==> src/rtl/mec_pkg.sv <==
`default_nettype none
// ----------------------------------------------------------------------------
// mec_pkg
// shared widths, constants, types and helpers of the escape counter
// ----------------------------------------------------------------------------
package mec_pkg;

	// field and register widths
	localparam int PIX_W  = 10;
	localparam int PAN_W  = 16;
	localparam int ZOOM_W = 32;
	localparam int ESC_W  = 7;
	localparam int DATA_W = 32;
	localparam int ADDR_W = 4;

	// image and arithmetic setup
	localparam int WIDTH_PX  = 1024;
	localparam int HEIGHT_PX = 1024;
	localparam int MAX_ITER  = 64;
	localparam int FRAC_BITS = 28;
	localparam int ZOOM_FRAC = 28;

	localparam int Q_W    = FRAC_BITS + 4;
	localparam int QM_W   = Q_W - 1;
	localparam int CNT_W  = $clog2(MAX_ITER + 2);
	localparam int N_UNIT = MAX_ITER + 1;

	localparam longint unsigned K247 = (64'd2 << FRAC_BITS)
		+ ((64'd47 << FRAC_BITS) + 64'd50) / 64'd100;
	localparam longint unsigned K224 = (64'd2 << FRAC_BITS)
		+ ((64'd24 << FRAC_BITS) + 64'd50) / 64'd100;
	localparam longint unsigned K112 = (64'd1 << FRAC_BITS)
		+ ((64'd12 << FRAC_BITS) + 64'd50) / 64'd100;
	localparam longint unsigned STEP_RE  = K247 / longint'(WIDTH_PX);
	localparam longint unsigned STEP_IM  = K224 / longint'(HEIGHT_PX);
	localparam longint unsigned STEP_MAX = (STEP_RE > STEP_IM) ? STEP_RE : STEP_IM;
	localparam int STEP_W = $clog2(STEP_MAX + 1);

	// view offset datapath
	localparam int N_W   = PAN_W + 1;
	localparam int MAG_W = N_W - 1;
	localparam int M_W   = MAG_W + ZOOM_W;
	localparam int LO_W  = 32;
	localparam int HI_W  = M_W - LO_W;
	localparam int S_W   = M_W + STEP_W;

	localparam logic [Q_W-1:0] ESC_LIM = Q_W'(64'd4 << FRAC_BITS);
	localparam logic [ZOOM_W-1:0] ZOOM_RST = ZOOM_W'(64'h1000_0000);

	typedef logic signed [Q_W-1:0] q_t;
	typedef logic signed [Q_W+1:0] qw_t;

	typedef struct packed {
		logic             run;
		logic [CNT_W-1:0] count;
		q_t               re;
		q_t               im;
		q_t               c_re;
		q_t               c_im;
	} pix_t;

	typedef enum logic [1:0] {
		REG_PAN_X = 2'd0,
		REG_PAN_Y = 2'd1,
		REG_ZOOM  = 2'd2
	} reg_idx_t;

	// clamp a widened value into the q range
	function automatic q_t sat_q(input qw_t v);
		logic fits;
		fits = (v[Q_W+1:Q_W-1] == 3'b000) || (v[Q_W+1:Q_W-1] == 3'b111);
		if (!fits) begin
			return v[Q_W+1] ? {1'b1, {(Q_W-1){1'b0}}} : {1'b0, {(Q_W-1){1'b1}}};
		end
		return v[Q_W-1:0];
	endfunction

	// per-axis step size: 0 real, 1 imaginary
	function automatic logic [STEP_W-1:0] ax_step(input logic ax);
		return ax ? STEP_W'(STEP_IM) : STEP_W'(STEP_RE);
	endfunction

	// per-axis origin of the plane
	function automatic qw_t ax_base(input logic ax);
		qw_t two;
		two = (Q_W+2)'(64'd2 << FRAC_BITS);
		return ax ? (Q_W+2)'(K112) : -two;
	endfunction

endpackage
`default_nettype wire

==> src/rtl/mec_outq.sv <==
`default_nettype none
// ----------------------------------------------------------------------------
// mec_outq
// two-entry result queue; the pipeline advances while the second slot is free
// ----------------------------------------------------------------------------
module mec_outq (
	input  wire                        clk,
	input  wire                        arst_n,
	input  wire                        in_vld,
	input  wire  [mec_pkg::ESC_W-1:0]  in_cnt,
	output logic                       accept_en,
	output logic                       out_valid,
	input  wire                        out_ready,
	output logic [mec_pkg::ESC_W-1:0]  out_cnt
);
	import mec_pkg::*;

	logic             v0_q;
	logic             v1_q;
	logic [ESC_W-1:0] d0_q;
	logic [ESC_W-1:0] d1_q;
	logic             push;
	logic             pop;

	assign accept_en = !v1_q;
	assign push      = in_vld && accept_en;
	assign pop       = out_ready && v0_q;
	assign out_valid = v0_q;
	assign out_cnt   = d0_q;

	always_ff @(posedge clk or negedge arst_n) begin
		if (!arst_n) begin
			v0_q <= 1'b0;
			v1_q <= 1'b0;
		end else begin
			unique case ({push, pop})
				2'b10: begin
					v0_q <= 1'b1;
					v1_q <= v0_q;
				end
				2'b01: begin
					v0_q <= v1_q;
					v1_q <= 1'b0;
				end
				default: begin
					v0_q <= v0_q;
					v1_q <= v1_q;
				end
			endcase
		end
	end

	always_ff @(posedge clk) begin
		unique case ({push, pop})
			2'b10: begin
				if (v0_q) begin
					d1_q <= in_cnt;
				end else begin
					d0_q <= in_cnt;
				end
			end
			2'b01: begin
				d0_q <= d1_q;
			end
			2'b11: begin
				if (v1_q) begin
					d0_q <= d1_q;
					d1_q <= in_cnt;
				end else begin
					d0_q <= in_cnt;
				end
			end
			default: begin
				d0_q <= d0_q;
			end
		endcase
	end

`ifndef SYNTHESIS
	a_slot_order: assert property (@(posedge clk) disable iff (!arst_n)
		v1_q |-> v0_q)
		else $error("result queue second slot held without head");
	a_push_lands: assert property (@(posedge clk) disable iff (!arst_n)
		(push && !pop) |=> v0_q)
		else $error("result queue lost a pushed request");
	a_pop_shift: assert property (@(posedge clk) disable iff (!arst_n)
		(pop && v1_q) |=> (v0_q && (d0_q == $past(d1_q))))
		else $error("result queue did not move second slot to head");
`endif

endmodule
`default_nettype wire

==> config.mk <==
export PLATFORM = sky130hd
export DESIGN_NAME = mec_outq
export DESIGN_NICKNAME = d
export VERILOG_FILES = /design/src/rtl/mec_pkg.sv /design/src/rtl/mec_outq.sv
export SDC_FILE = /design/constraint.sdc
export NUM_CORES = 1
export LEC_CHECK = 0
export ABC_AREA = 0
export BUFFER_PORTS_ARGS = -buffer_cell sky130_fd_sc_hd__buf_2
export CAP_MARGIN = 5
export CORE_MARGIN = 2
export CORE_UTILIZATION = 42
export DETAILED_ROUTE_END_ITERATION = 8
export PLACE_DENSITY = 0.71
export SYNTH_ARGS = -nofsm -noshare
export SYNTH_HDL_FRONTEND = slang
export SYNTH_SLANG_ARGS = --single-unit
==> constraint.sdc <==
create_clock -name clk -period 2.3 [get_ports clk]
set_input_delay 0.115 -clock clk [delete_from_list [all_inputs] [get_ports clk]]
set_output_delay 0.115 -clock clk [all_outputs]
set_load 0.005 [all_outputs]
==> run_results.csv, run 1 <==
group,metric,value,unit
run_status,status,"finished, final reports clean",
worst_setup_path,crit_path_end_kind,"flip-flop",
timing,final_max_slew_viol_count,0,
clock_network,htree_levels,1,
hold_path,hold_class,"primary input to flip-flop",
power,swShare,28.7,%
synth,ys_seq_area_share,70.3,%
power,power.density,1030,nW/µm²
clock_network,clock_sinks,16,
worst_setup_path,cp_data_required_time,2340,ps
finish,area_growth_syn_to_layout,24.9,%
timing,min_period,1760,ps
finish,stdcell_area,836,µm²
power,switchingPower,0.000248,W
placed_design,post_dp_cell_area,800,µm²
synth,ys_warn_count,0,
clock_network,clock_latency,280,ps
worst_setup_path,worst-r2r-setup-slack,540,ps
floorplan,row_count,14,
timing,period_share,76.6,%
synth,syn_area_per_cell,15.9,µm²
power,p_clk_share,17.3,%
global_routing,overflow,0,
clock_network,cts_setup_buffers,0,
job,drv_cap,0,
finish,stdcell_count,84,
clock_network,cts_tree,"done",
route,wl,966,µm
synth,synth.distinct_cells,14,
floorplan,die-height,43.9,µm
timing,finalWorstSetupSlack,538,ps
route,num_vias,419,
placed_design,dp_hpwl,772,µm
hold_path,whs_path_depth,1,
timing,finalSetupViolCount,0,
clock_network,cts_buffer_depth,2,
placed_design,pre_cts_ws,538,ps
worst_setup_path,cp-startpoint,"v1_q",
route,wl_per_cell,11.5,µm
hold_path,hp-start,"in_cnt[6]",
finish,final_net_count,83,
worst_setup_path,crit_fanout,7,
worst_setup_path,startpoint_type,"flip-flop",
timing,rsz0062_at_grt,"false",
worst_setup_path,r2r-end,"out_cnt[5]",
power,p_seq_share,53.3,%
synth,synth_nets,56,
hold_path,whs_endpoint,"d1_q[6]",
route,first_pass_iters,4,
timing,fin_setup_tns,0,ps
clock_network,root_buffer,"clkbuf_4",
clock_network,ctsHoldBuffers,1,
timing,finalHoldViolations,0,
power,pwr-share-comb,29.4,%
worst_setup_path,rr_worst_depth,7,
floorplan,initial_core_util,44.4,%
power,finalPower,0.000861,W
route,via_per_inst,4.99,
timing,fin_worst_skew,0.816,ps
floorplan,die_area,1930,µm²
placed_design,dp_cells,79,
floorplan,core,1510,µm²
power,leakage,0.372,nW
global_routing,grt_pass1_wl,1.60,mm
finish,fillerInstances,132,
placed_design,port_buffers,19,
clock_network,cts_inserted_buffers,3,
timing,max_slew_margin,82.1,%
timing,max_freq,567,MHz
route,route.detailed.drc,0,
synth,synth_cells,42,
clock_network,cts-resized-gates,0,
finish,insertedDiodeCount,0,
worst_setup_path,crit_type,"flip-flop to flip-flop",
placed_design,gp_congestion,0.773,
global_routing,grt_antenna_before_repair,0,
timing,tightest_slew,269,ps
floorplan,die_w,43.9,µm
worst_setup_path,r2r-start,"v1_q",
route,drt-initial-drc-count,5,
power,internal_power,0.000614,W
global_routing,grt_pass1_vias,407,
power,ir_drop,0.601,mV
synth,ys_ff_latch,16,
worst_setup_path,worstPathArrival,1800,ps
floorplan,io_pins,20,
global_routing,grt_max_degree,10,
finish,drive_gt1_share,39.7,%
route,ant_nets,0,
global_routing,grt_usage,11.4,%
clock_network,cts.clk_slew.worst_paths,90,ps
synth,syn-cell-area,669,µm²
[cell type report]
class                      instances  area [µm²]  share of cell area (%)
clock buffer                       4        26.3                    3.14
sequential                        16         470                    56.3
tap                               16        20.0                    2.40
timing repair buffer              22         120                    14.4
multi-input combinational         22         184                    22.0
inverter                           4        15.0                    1.80
[registers in the layout, summed over array words and instances (netlist names)]
register and cells:
d1_q 7, out_cnt 7, out_valid 1, v1_q 1
[cell families (layout without fill, tap and decap cells)]
kind of cell,count (synthesis),after routing,synth area share (%)
buf+inv,4,30,2.24
compound gates,13,13,15.5
simple gates,5,5,4.86
mux,1,1,1.50
fa+ha+maj,3,3,5.61
flops,16,16,70.3
[stage by stage]
stage               hold slack [ps]  util (%)
floorplan                      -181         -
global placement              -97.7      53.1
detailed placement            -96.5      53.1
CTS                            17.0      55.5
global route                   13.5      55.5
finish                         22.5      55.5
[layer usage]
metal | GRT usage (%) | share of wire (%) | vias up
li1 | - | - | 216
met1 | 14.4 | 45 | 186
met2 | 17.6 | 48 | 15
met3 | 3.75 | 5.3 | 2
met4 | 5.45 | 1.7 | 0
met5 | 0 | 0 | -
[worst max-delay path by stage]
| stage | slack, ps | cells past startpoint | endpoint |
|---|---|---|---|
| detailed placement | 540 | 7 | out_cnt[5] |
| finish | 540 | 7 | out_cnt[5] |
| CTS | 530 | 7 | out_cnt[5] |
| global placement | 600 | 7 | out_cnt[1] |
| global route | 400 | 7 | out_cnt[3] |
| floorplan | 560 | 6 | d1_q[0] |
[synth_stat cells (all sizes together)]
library cell | n | area (µm²)
a21o | 1 | 15.0
a21oi | 3 | 15.0
a22o | 7 | 61.3
dfrtp | 2 | 50.1
edfxtp | 14 | 420
ha | 3 | 37.5
inv | 4 | 15.0
mux2i | 1 | 10.0
nand2 | 3 | 13.8
nor2 | 1 | 11.3
nor3b | 1 | 7.51
o21ai | 1 | 5.00
o31ai | 1 | 7.51
[placed cells by master (no fill, tap or decap), drive strengths merged]
cell,Yosys,final
inv,4,4
a22o,7,7
dfrtp,2,2
nand2,3,3
dlygate4sd3,0,1
o21ai,1,1
mux2i,1,1
o31ai,1,1
clkbuf,0,4
a21o,1,1
nor3b,1,1
buf,0,21
a21oi,3,3
nor2,1,1
ha,3,3
edfxtp,14,14
[worst max-delay path: stages (launching register included)]
cell and delay [ps]:
dfrtp_1 390, inv_1 100, nand2_1 120, inv_1 70, ha_1 240, a21oi_1 280
nor2_4 80, a22o_1 240
[power groups by stage]
stage               combinational, W  clock (W)  sequential [W]
floorplan                   0.000143          0        0.000471
global placement            0.000251          0        0.000463
detailed placement          0.000254          0        0.000468
CTS                         0.000258   0.000153        0.000461
global route                0.000288   0.000163        0.000468
finish                      0.000253   0.000149        0.000459
Note: power is estimated with default switching activity, not from simulation.
==> run 2, diff against run 1 <==
==> constraint.sdc (replaced) <==
create_clock -name clk -period 1.81 [get_ports clk]
set_input_delay 0.0905 -clock clk [delete_from_list [all_inputs] [get_ports clk]]
set_output_delay 0.0905 -clock clk [all_outputs]
set_load 0.005 [all_outputs]
==> run 2 against run 1 <==
Against the previous run: via count rose by 2.9%; count of clock-buffer cells in the layout fell by 1; combinational power rose by 37%; sequential power rose by 28%; fmax rose by 7.2%; non-clock buffer count rose by 6; total power rose by 30%; hold slack got worse by 13 ps.
==> run_results.csv, run 2 (synthesis results as in run 1) <==
group,metric,value,unit
timing,fin_worst_skew,1.16,ps
clock_network,htree_levels,1,
route,via_per_inst,4.79,
power,power.density,1240,nW/µm²
timing,max_slew_margin,87.3,%
power,leakage,0.396,nW
clock_network,cts_inserted_buffers,3,
finish,final_common_cell,"buf_2",
global_routing,overflow,0,
timing,tightest_slew,190,ps
worst_setup_path,r2r-end,"out_cnt[3]",
global_routing,grt_antenna_before_repair,0,
clock_network,clock_sinks,16,
finish,area_growth_syn_to_layout,34.4,%
finish,final_net_count,89,
finish,layout_common_cells,"buf_2, edfxtp_1, a22o_1",
timing,fin_setup_tns,0,ps
clock_network,cts_tree,"done",
worst_setup_path,crit_fanout,7,
timing,finalHoldViolations,0,
floorplan,initial_core_util,44.4,%
placed_design,port_buffers,19,
power,internal_power,0.000790,W
power,switchingPower,0.000328,W
power,pwr-share-comb,31.0,%
hold_path,hold_class,"primary input to flip-flop",
route,drt-initial-drc-count,17,
worst_setup_path,cp_data_required_time,1840,ps
global_routing,grt_pass1_wl,1.79,mm
finish,insertedDiodeCount,0,
route,route.detailed.drc,0,
timing,finalSetupViolCount,0,
timing,final_max_slew_viol_count,0,
placed_design,gp_congestion,0.747,
worst_setup_path,crit_type,"flip-flop to flip-flop",
route,ant_nets,0,
power,p_seq_share,52.6,%
finish,stdcell_count,90,
global_routing,grt_usage,12.7,%
timing,period_share,90.8,%
clock_network,cts_buffer_depth,2,
placed_design,dp_hpwl,826,µm
worst_setup_path,worst-r2r-setup-slack,170,ps
floorplan,die-height,43.9,µm
timing,hold_slack,9.60,ps
job,drv_cap,0,
run_status,status,"finished, final reports clean",
worst_setup_path,r2r-start,"v1_q",
finish,drive_gt1_share,41.9,%
worst_setup_path,cp-startpoint,"v1_q",
timing,rsz0062_at_grt,"false",
timing,min_period,1640,ps
placed_design,pre_cts_ws,63.0,ps
route,wl_per_cell,11.8,µm
worst_setup_path,startpoint_type,"flip-flop",
clock_network,root_buffer,"clkbuf_4",
floorplan,io_pins,20,
route,wl,1.07,mm
floorplan,die_area,1930,µm²
worst_setup_path,worstSetupEndpoint,"out_cnt[3]",
floorplan,core,1510,µm²
power,ir_drop,0.554,mV
clock_network,cts.clk_slew.worst_paths,90,ps
placed_design,dp_cells,80,
power,p_clk_share,16.4,%
global_routing,grt_max_degree,10,
clock_network,clock_latency,270,ps
timing,finalWorstSetupSlack,166,ps
worst_setup_path,crit_path_end_kind,"flip-flop",
timing,max_freq,608,MHz
power,swShare,29.3,%
worst_setup_path,rr_worst_depth,7,
worst_setup_path,worstPathArrival,1680,ps
route,num_vias,431,
global_routing,grt_pass1_vias,407,
floorplan,die_w,43.9,µm
route,first_pass_iters,3,
floorplan,row_count,14,
clock_network,cts_setup_buffers,0,
[run 2: through the flow]
stage	utilization, %	total power, W	cell area, µm²
6_report	59.7	0.00112	900
5_1_grt	59.7	0.00121	900
4_1_cts	56.0	0.00111	843
3_5_place_dp	53.6	0.000930	807
3_3_place_gp	53.6	0.000915	807
2_1_floorplan	-	0.000781	669
[run 2: how the worst min path moves through the flow]
stage | start | to | cells past startpoint
after floorplan | arst_n | out_valid | 0
after global placement | arst_n | out_valid | 1
after detailed placement | arst_n | v1_q | 1
after CTS | in_cnt[0] | d1_q[0] | 1
after global routing | in_cnt[1] | d1_q[1] | 1
final | in_cnt[1] | d1_q[1] | 1
[run 2: timing repair]
item                                   4_1_cts  5_1_grt
hold buffers                                 1        5
setup endpoints to repair                    0       14
endpoints found under the hold margin        2        5
resized for setup                            0        3
[run 2: layout make-up]
type,instances,area (µm²)
fill,125,607
sequential,16,470
multi-input combinational,22,190
timing repair buffer,28,178
clock buffer,3,22.5
tap,16,20.0
inverter,4,15.0
clock inverter,1,3.75
[run 2: routing by layer]
metal  vias up  global-route usage (%)  share of wire, %
li1        225                       -                 -
met3         0                    3.75               4.3
met1       195                    18.1                47
met2        11                    18.8                48
met4         0                    3.64                 0
met5         -                       0                 0
[run 2: power groups by stage]
stage               clock (W)  sequential, W  combinational (W)
floorplan                   0       0.000599           0.000182
global placement            0       0.000589           0.000326
detailed placement          0       0.000594           0.000336
CTS                  0.000189       0.000585           0.000337
global route         0.000209       0.000602           0.000394
finish               0.000183       0.000588           0.000347
[run 2: critical path, stage by stage (launching register included)]
cell,delay (ps)
dfrtp_1,430
inv_2,80
nand2_1,110
inv_1,70
ha_2,220
a21oi_2,190
nor2_4,70
a22o_1,240
==> run 3, diff against run 2 <==
--- a/config.mk
+++ b/config.mk
@@ -11,7 +11,9 @@
 export CORE_MARGIN = 2
 export CORE_UTILIZATION = 42
 export DETAILED_ROUTE_END_ITERATION = 8
+export HOLD_SLACK_MARGIN = 0.06
 export PLACE_DENSITY = 0.71
+export RECOVER_POWER = 50
 export SYNTH_ARGS = -nofsm -noshare
 export SYNTH_HDL_FRONTEND = slang
 export SYNTH_SLANG_ARGS = --single-unit
==> run 3 against run 2 <==
Against the previous run: global-route usage up 0.61 points; largest power group unchanged; critical endpoint is now d1_q[0]; sequential share of layout area fell by 0.079 points; routed wire length grew 2.5%.
==> run_results.csv, run 3 (synthesis results as in run 1) <==
group,metric,value,unit
run_status,status,"finished, final reports clean",
worst_setup_path,critPathBufInv,3,
timing,finalHoldViolations,0,
floorplan,initial_core_util,44.4,%
finish,final_net_count,91,
worst_setup_path,slowest_delay,450,ps
worst_setup_path,cp_top_family,"flip-flops",
worst_setup_path,worst-r2r-setup-slack,200,ps
timing,period_share,88.9,%
clock_network,root_buffer,"clkbuf_4",
floorplan,io_pins,20,
clock_network,cts.clk_slew.worst_paths,90,ps
clock_network,cts_tree,"done",
finish,area_growth_syn_to_layout,35.0,%
power,ir_drop,0.562,mV
floorplan,die-height,43.9,µm
hold_path,hold_class,"primary input to async pin",
timing,final_max_slew_viol_count,0,
timing,rsz0062_at_grt,"false",
placed_design,dp_hpwl,826,µm
global_routing,overflow,0,
route,num_vias,443,
worst_setup_path,crit_path_end_kind,"flip-flop",
clock_network,clock_latency,270,ps
power,power.density,1230,nW/µm²
timing,max_slew_margin,76.4,%
power,finalPower,0.00111,W
job,drv_cap,0,
worst_setup_path,crit_path_top_delay_cell,"dfrtp_2",
power,leakage,0.368,nW
timing,tightest_slew,354,ps
global_routing,grt_pass1_vias,412,
floorplan,row_count,14,
floorplan,die_w,43.9,µm
worst_setup_path,path_cells,"inv_2, nand2_1, inv_1, ha_2, mux2i_1, a21oi_1, buf_4",
worst_setup_path,cp_data_required_time,1800,ps
worst_setup_path,crit_fanout,7,
finish,layout_common_cells,"edfxtp_1, clkbuf_1, dlygate4sd3_1, buf_2, a22o_1",
route,via_per_inst,4.82,
finish,drive_gt1_share,26.3,%
route,first_pass_iters,3,
timing,max_freq,622,MHz
route,drt-initial-drc-count,17,
worst_setup_path,rr_worst_depth,7,
global_routing,grt_pass1_wl,1.88,mm
timing,min_period,1610,ps
global_routing,grt_usage,13.3,%
finish,final_common_cell,"edfxtp_1",
worst_setup_path,startpoint_type,"flip-flop",
worst_setup_path,crit_type,"flip-flop to flip-flop",
timing,fin_worst_skew,2.39,ps
floorplan,die_area,1930,µm²
clock_network,cts_inserted_buffers,3,
global_routing,grt_antenna_before_repair,0,
placed_design,gp_congestion,0.747,
route,route.detailed.drc,0,
finish,insertedDiodeCount,0,
placed_design,port_buffers,19,
route,ant_nets,0,
global_routing,grt_max_degree,10,
worst_setup_path,r2r-end,"d1_q[0]",
floorplan,core,1510,µm²
worst_setup_path,path_depth,7,
worst_setup_path,r2r-start,"v1_q",
timing,fin_setup_tns,0,ps
route,wl,1.09,mm
clock_network,htree_levels,1,
clock_network,cts_buffer_depth,2,
clock_network,clock_sinks,16,
clock_network,cts_setup_buffers,0,
route,wl_per_cell,11.9,µm
timing,finalSetupViolCount,0,
worst_setup_path,worstPathArrival,1600,ps
[run 3: cell count changes in the layout (fill, tap and decap cells not counted), sizes merged]
| cell | change |
|---|---|
| dlygate4sd3 | +2 |
| buf | -12 |
| clkbuf | +12 |
[run 3: layer usage]
| layer | part of all wire, % | up-vias | track usage [%] |
|---|---|---|---|
| li1 | - | 229 | - |
| met2 | 47 | 11 | 19.7 |
| met1 | 48 | 201 | 19.1 |
| met4 | 0.64 | 0 | 3.64 |
| met3 | 4.8 | 2 | 3.75 |
| met5 | 0 | - | 0 |
[run 3: worst max-delay path by stage]
| stage | from | to | slack, ps |
|---|---|---|---|
| after floorplan | v1_q | d1_q[0] | 70 |
| after detailed placement | v1_q | out_cnt[2] | 60 |
| after global placement | v1_q | out_cnt[1] | 130 |
| final | v1_q | d1_q[0] | 200 |
| after global routing | v1_q | d1_q[0] | 20 |
| after CTS | v1_q | out_cnt[2] | 50 |
[run 3: what timing repair did]
action | CTS | global route
hold buffers | 8 | 0
resized for setup | 0 | 4
hold endpoints to repair | 9 | 0
setup endpoints to repair | 0 | 14
[run 3: cell type report]
class                           count  area [µm²]
Clock buffer                        3        22.5
Multi-Input combinational cell     22         190
Fill cell                         130         603
Timing Repair Buffer               30         180
Inverter                            4        15.0
Tap cell                           16        20.0
Sequential cell                    16         472
Clock inverter                      1        3.75
[run 3: metrics by stage]
stage               hold slack (ps)  worst slack (ps)  instance area [µm²]  util [%]  std cells
global placement               -123               132                  807      53.6         80
CTS                             114              47.9                  913      60.6         92
detailed placement             -120              63.0                  807      53.6         80
global route                    101              17.3                  903      60.0         92
finish                          121               201                  903      60.0         92
floorplan                      -205              72.2                  669         -         42
[run 3: report_power, final]
part	internal (W)	total, W	switching [W]
Sequential	0.000546	0.000591	0.0000453
Clock	0.0000796	0.000184	0.000104
Combinational	0.000156	0.000337	0.000181
Total	0.000781	0.00111	0.000330
[run 3: worst reg2reg max path, cell delays in order, from the launching register on]
cell,delay [ps]
dfrtp_2,450
inv_2,90
nand2_1,90
inv_1,90
ha_2,230
mux2i_1,90
a21oi_1,120
buf_4,170
